File: src/rtl/core/edmr_pkg.sv
// edmr_pkg: shared widths, constants and types of the distance core
package edmr_pkg;

	// element and arithmetic widths
	localparam int ELEM_W = 16;
	localparam int DIFF_W = ELEM_W + 1;
	localparam int SQ_W   = 2 * DIFF_W;
	localparam int ACC_W  = 45;
	localparam int ROOT_W = (ACC_W + 1) / 2;
	localparam int RAD_W  = 2 * ROOT_W;
	localparam int REM_W  = ROOT_W + 3;
	localparam int ITER_W = $clog2(ROOT_W);

	// job queue between front and back
	localparam int QUEUE_DEPTH = 4;
	localparam int QPTR_W      = $clog2(QUEUE_DEPTH);
	localparam int QCNT_W      = $clog2(QUEUE_DEPTH + 1);

	localparam logic [ACC_W-1:0] ACC_MAX = {ACC_W{1'b1}};

	// mode register reset value: minimum over vector and reflection
	localparam logic MODE_RESET = 1'b1;

	// one finished vector waiting for its square root
	typedef struct packed {
		logic [ACC_W-1:0] sq;
		logic             refl;
	} dist_job_t;

	// push side of the job queue
	typedef struct packed {
		logic      vld;
		dist_job_t job;
	} queue_push_t;

endpackage

File: src/rtl/core/edmr_queue.sv
// edmr_queue: short job queue between accumulation front and square root back
module edmr_queue
	import edmr_pkg::*;
(
	input  logic              clk,
	input  logic              arst_n,
	input  queue_push_t       push,
	input  logic              pop,
	output logic              head_vld,
	output dist_job_t         head,
	output logic [QCNT_W-1:0] used
);

	dist_job_t         mem_q [QUEUE_DEPTH];
	logic [QPTR_W-1:0] wr_ptr_q, rd_ptr_q;
	logic [QCNT_W-1:0] cnt_q;
	logic              do_pop;

	assign head_vld = cnt_q != '0;
	assign head     = mem_q[rd_ptr_q];
	assign used     = cnt_q;
	assign do_pop   = pop & head_vld;

	// storage
	always_ff @(posedge clk) begin
		if (push.vld) begin
			mem_q[wr_ptr_q] <= push.job;
		end
	end

	// pointers and fill count
	always_ff @(posedge clk or negedge arst_n) begin
		if (!arst_n) begin
			wr_ptr_q <= '0;
			rd_ptr_q <= '0;
			cnt_q    <= '0;
		end else begin
			if (push.vld) begin
				wr_ptr_q <= (wr_ptr_q == QPTR_W'(QUEUE_DEPTH - 1)) ? '0 : wr_ptr_q + 1'b1;
			end
			if (do_pop) begin
				rd_ptr_q <= (rd_ptr_q == QPTR_W'(QUEUE_DEPTH - 1)) ? '0 : rd_ptr_q + 1'b1;
			end
			if (push.vld && !do_pop) begin
				cnt_q <= cnt_q + 1'b1;
			end else if (!push.vld && do_pop) begin
				cnt_q <= cnt_q - 1'b1;
			end
		end
	end

endmodule

File: config.mk
export PLATFORM = sky130hd
export DESIGN_NAME = edmr_queue
export DESIGN_NICKNAME = d
export VERILOG_FILES = /design/src/rtl/core/edmr_pkg.sv /design/src/rtl/core/edmr_queue.sv
export SDC_FILE = /design/constraint.sdc
export NUM_CORES = 1
export LEC_CHECK = 0
export ABC_AREA = 1
export BUFFER_PORTS_ARGS = -buffer_cell sky130_fd_sc_hd__buf_2
export CORE_UTILIZATION = 40
export DETAILED_ROUTE_END_ITERATION = 6
export GPL_TIMING_DRIVEN = 1
export HOLD_SLACK_MARGIN = 0.03
export PLACE_DENSITY = 0.6
export SKIP_LAST_GASP = 1
export SYNTH_ARGS = -nofsm -noshare
export SYNTH_HDL_FRONTEND = slang
export SYNTH_SLANG_ARGS = --single-unit
File: constraint.sdc
create_clock -name clk -period 3.17 [get_ports clk]
set_clock_uncertainty 0.15 [all_clocks]
set_input_delay 0.1585 -clock clk [delete_from_list [all_inputs] [get_ports clk]]
set_output_delay 0.1585 -clock clk [all_outputs]
set_load 0.01 [all_outputs]
==> metrics.csv <==
stage,metric,value,unit
synth,most frequent cell after synthesis,edfxtp_1,
worst_setup_path,CP Cell Sequence,buf_4 -> nand2_1 -> o211ai_1 -> nand2_1 -> buf_2,
route,routed metal-1 wire length,7140,um
min_path,Hold Path End,mem_q[2][36]$_DFFE_PP_,
route,Residual DRC,0,
route,routed wire length,15700,um
synth,Cell variety after synth,20,
route,drt pass-1 iters,4,
placement,GP Congestion,0.719,
synth,YS warnings,0,
synth,Yosys reg bits,191,
job,MaxCap Viol Count,0,
power_and_ir_drop,peak supply drop,0.454,mV
clocking,worst-skew pair later-pin latency,0.42,ns
placement,PortBufs,99,
clocking,CTS tree,done,
clocking,setup bufs post-CTS,0,
worst_setup_path,reg2reg setup slack,1.10,ns
timing,final slew viol count,0,
timing,fin crit period,2.50,ns
route,drt wl/cell,15.4,um
worst_setup_path,crit path from,rd_ptr_q[0]$_DFFE_PN0P_,
power_and_ir_drop,Leak,3.95,nW
route,WL met2,7660,um
synth,most frequent cells after synthesis,"edfxtp_1, nand2_1, inv_1",
min_path,hold path cells,2,
timing,relative slew slack,0.446,
finish,final core utilization,0.501,
synth,Mapped Area,0.00804,mm2
worst_setup_path,max incr delay on CP,0.96,ns
timing,Final Hold Fails,0,
synth,Synth Flop Type,edfxtp_1,
synth,post-synth top area cell,edfxtp_1,
timing,fmax,401,MHz
worst_setup_path,highest net fanout along the worst path,62,
floorplan,Total Die Area,0.0207,mm2
timing,Worst-Margin Slew,0.832,ns
clocking,clk buf depth,2,
worst_setup_path,arrival time worst endpoint,2.19,ns
route,metal3 WL,738,um
global_routing,number of global-route vias before repair,4729,
worst_setup_path,worst reg2reg startpoint,used[0]$_DFFE_PN0P_,
route,DR vias,4736,
route,Initial DRC Count,206,
timing,RSZ-0062 raised after global routing,no,
synth,count of flip-flops with a built-in enable after synthesis,184,
worst_setup_path,"Data required, critical path",2.86,ns
synth,post-synth top area share,0.687,
min_path,hold path startpoint,push[36],
clocking,root buf cell,clkbuf_16,
synth,largest cells by area after synthesis,"edfxtp_1, o211ai_2, nand2_1, inv_1, o211ai_1",
floorplan,# IOs,100,
finish,share of cells above drive strength 1,0.267,
timing,setup TNS,0,ns
finish,Final Net Count,797,
route,Via density,4.65,
worst_setup_path,R2R Path End,used[2]$_DFFE_PN0P_,
synth,"Async S/R FF share, synth",0.0366,
clocking,Sink Count,191,
worst_setup_path,worst-case reg-to-reg path depth,10,
min_path,worst hold path class,in2reg,
power_and_ir_drop,total power,0.00844,W
floorplan,Die H,144,um
clocking,H-tree Lvls,4,
worst_setup_path,crit path kind,reg2out,
clocking,cts bufs inserted,17,
clocking,CTS clock-pin slew for the worst setup and hold paths,0.07,ns
worst_setup_path,crit end category,output port,
synth,Syn Inst Count,590,
route,Top Layer Used,met4,
timing,period utilisation layout,0.788,
timing,Final Hold Slack,0.325,ns
placement,DPL Wire Length,9570,um
global_routing,initial antenna violation count,1,
worst_setup_path,slowest CP cell,dfrtp_4,
worst_setup_path,CP Launch Type,flop,
synth,post-synth net total,647,
synth,"Avg Cell Area, Syn",13.6,um2
floorplan,Initial Utilization,0.411,
floorplan,die width,144,um
floorplan,Cell Rows,51,
worst_setup_path,CP dominant cell by count,nand2_1,
power_and_ir_drop,PwrDens,859,mW/mm2
floorplan,CORE AREA,0.0196,mm2
global_routing,pin count of the biggest net entering global routing,63,
global_routing,gr ovfl total,0,
global_routing,GRT Total Usage,0.161,
status,status,completed,
synth,"Seq/Total Area, Yosys",0.709,
finish,P&R area growth vs syn,22.1,%
route,Routed Antenna Nets,0,
timing,# setup viols final,0,
global_routing,first-pass GRT wire length,24400,um
==> how the worst max path moves through the flow <==
stage | end | slack, ns | cells past startpoint
after floorplan | mem_q[2][0]$_DFFE_PP_ | 1.06 | 4
after global placement | head[45] | 1.13 | 5
after detailed placement | mem_q[2][44]$_DFFE_PP_ | 1.10 | 5
after CTS | head[45] | 0.63 | 5
after global routing | head[18] | 0.54 | 5
final | head[41] | 0.67 | 5
==> cell families after synthesis <==
group | synth area share
compound gates | 0.116
xor+xnor | 0.00109
fa+ha+maj | 0.0118
buf+inv | 0.0823
flops | 0.709
simple gates | 0.0804
==> cell usage in the layout, fill, tap and decap left out, types with 3 or more instances in the layout <==
| master | count |
|---|---|
| bufinv_16 | 3 |
| clkinv_2 | 4 |
| clkbuf_16 | 17 |
| inv_1 | 98 |
| dfrtp_1 | 5 |
| nand2_2 | 10 |
| inv_2 | 5 |
| o211ai_2 | 46 |
| buf_4 | 8 |
| ha_1 | 6 |
| nand3_1 | 3 |
| edfxtp_1 | 184 |
| nand2_1 | 147 |
| dlygate4sd3_1 | 50 |
| o211ai_1 | 46 |
| buf_12 | 4 |
| buf_2 | 99 |
| nor2_1 | 3 |
==> state kept, by name, summed over array words and instances, names as in the netlist <==
name,count
used,3
mem_q,184
wr_ptr_q,2
rd_ptr_q,2
==> where the power goes <==
part	total, W	internal (W)	switching [W]
logic	0.00283	0.00105	0.00178
clock network	0.00209	0.00123	0.000865
registers	0.00352	0.00325	0.000271
total	0.00844	0.00552	0.00292
==> final cells by class <==
type                            count  area [um2]
Clock buffer                       19         433
Sequential cell                   191        5710
Fill cell                        1733        9770
Clock inverter                     12         143
Inverter                          103         387
Timing Repair Buffer              161        1140
Antenna cell                        1        2.50
Multi-Input combinational cell    266        1680
Tap cell                          265         332
==> worst max-delay path, delay by kind of cell (launching register included) <==
kind,cells,cell delay (ns)
compound gates,1,0.08
buf+inv,2,0.53
simple gates,2,0.18
flops,1,0.96
==> stage by stage <==
stage / instance area (um2) / std cells / worst slack (ns)
after CTS: 9820 / 1017 / 0.632
after global routing: 9820 / 1018 / 0.539
final: 9820 / 1018 / 0.673
after detailed placement: 8740 / 936 / 1.10
after floorplan: 8040 / 590 / 1.06
after global placement: 8740 / 936 / 1.13
==> routing by layer <==
metal,vias up,GRT usage
met1,2295,0.201
met3,12,0.0490
li1,2340,-
met5,-,0
met2,89,0.264
met4,0,0.0538
==> repair_timing <==
item / in CTS / in global routing
gates resized for setup: 0 / 0
hold endpoints to repair: 195 / 0
hold buffers: 50 / 0
Power figures use the tool's default switching activity.
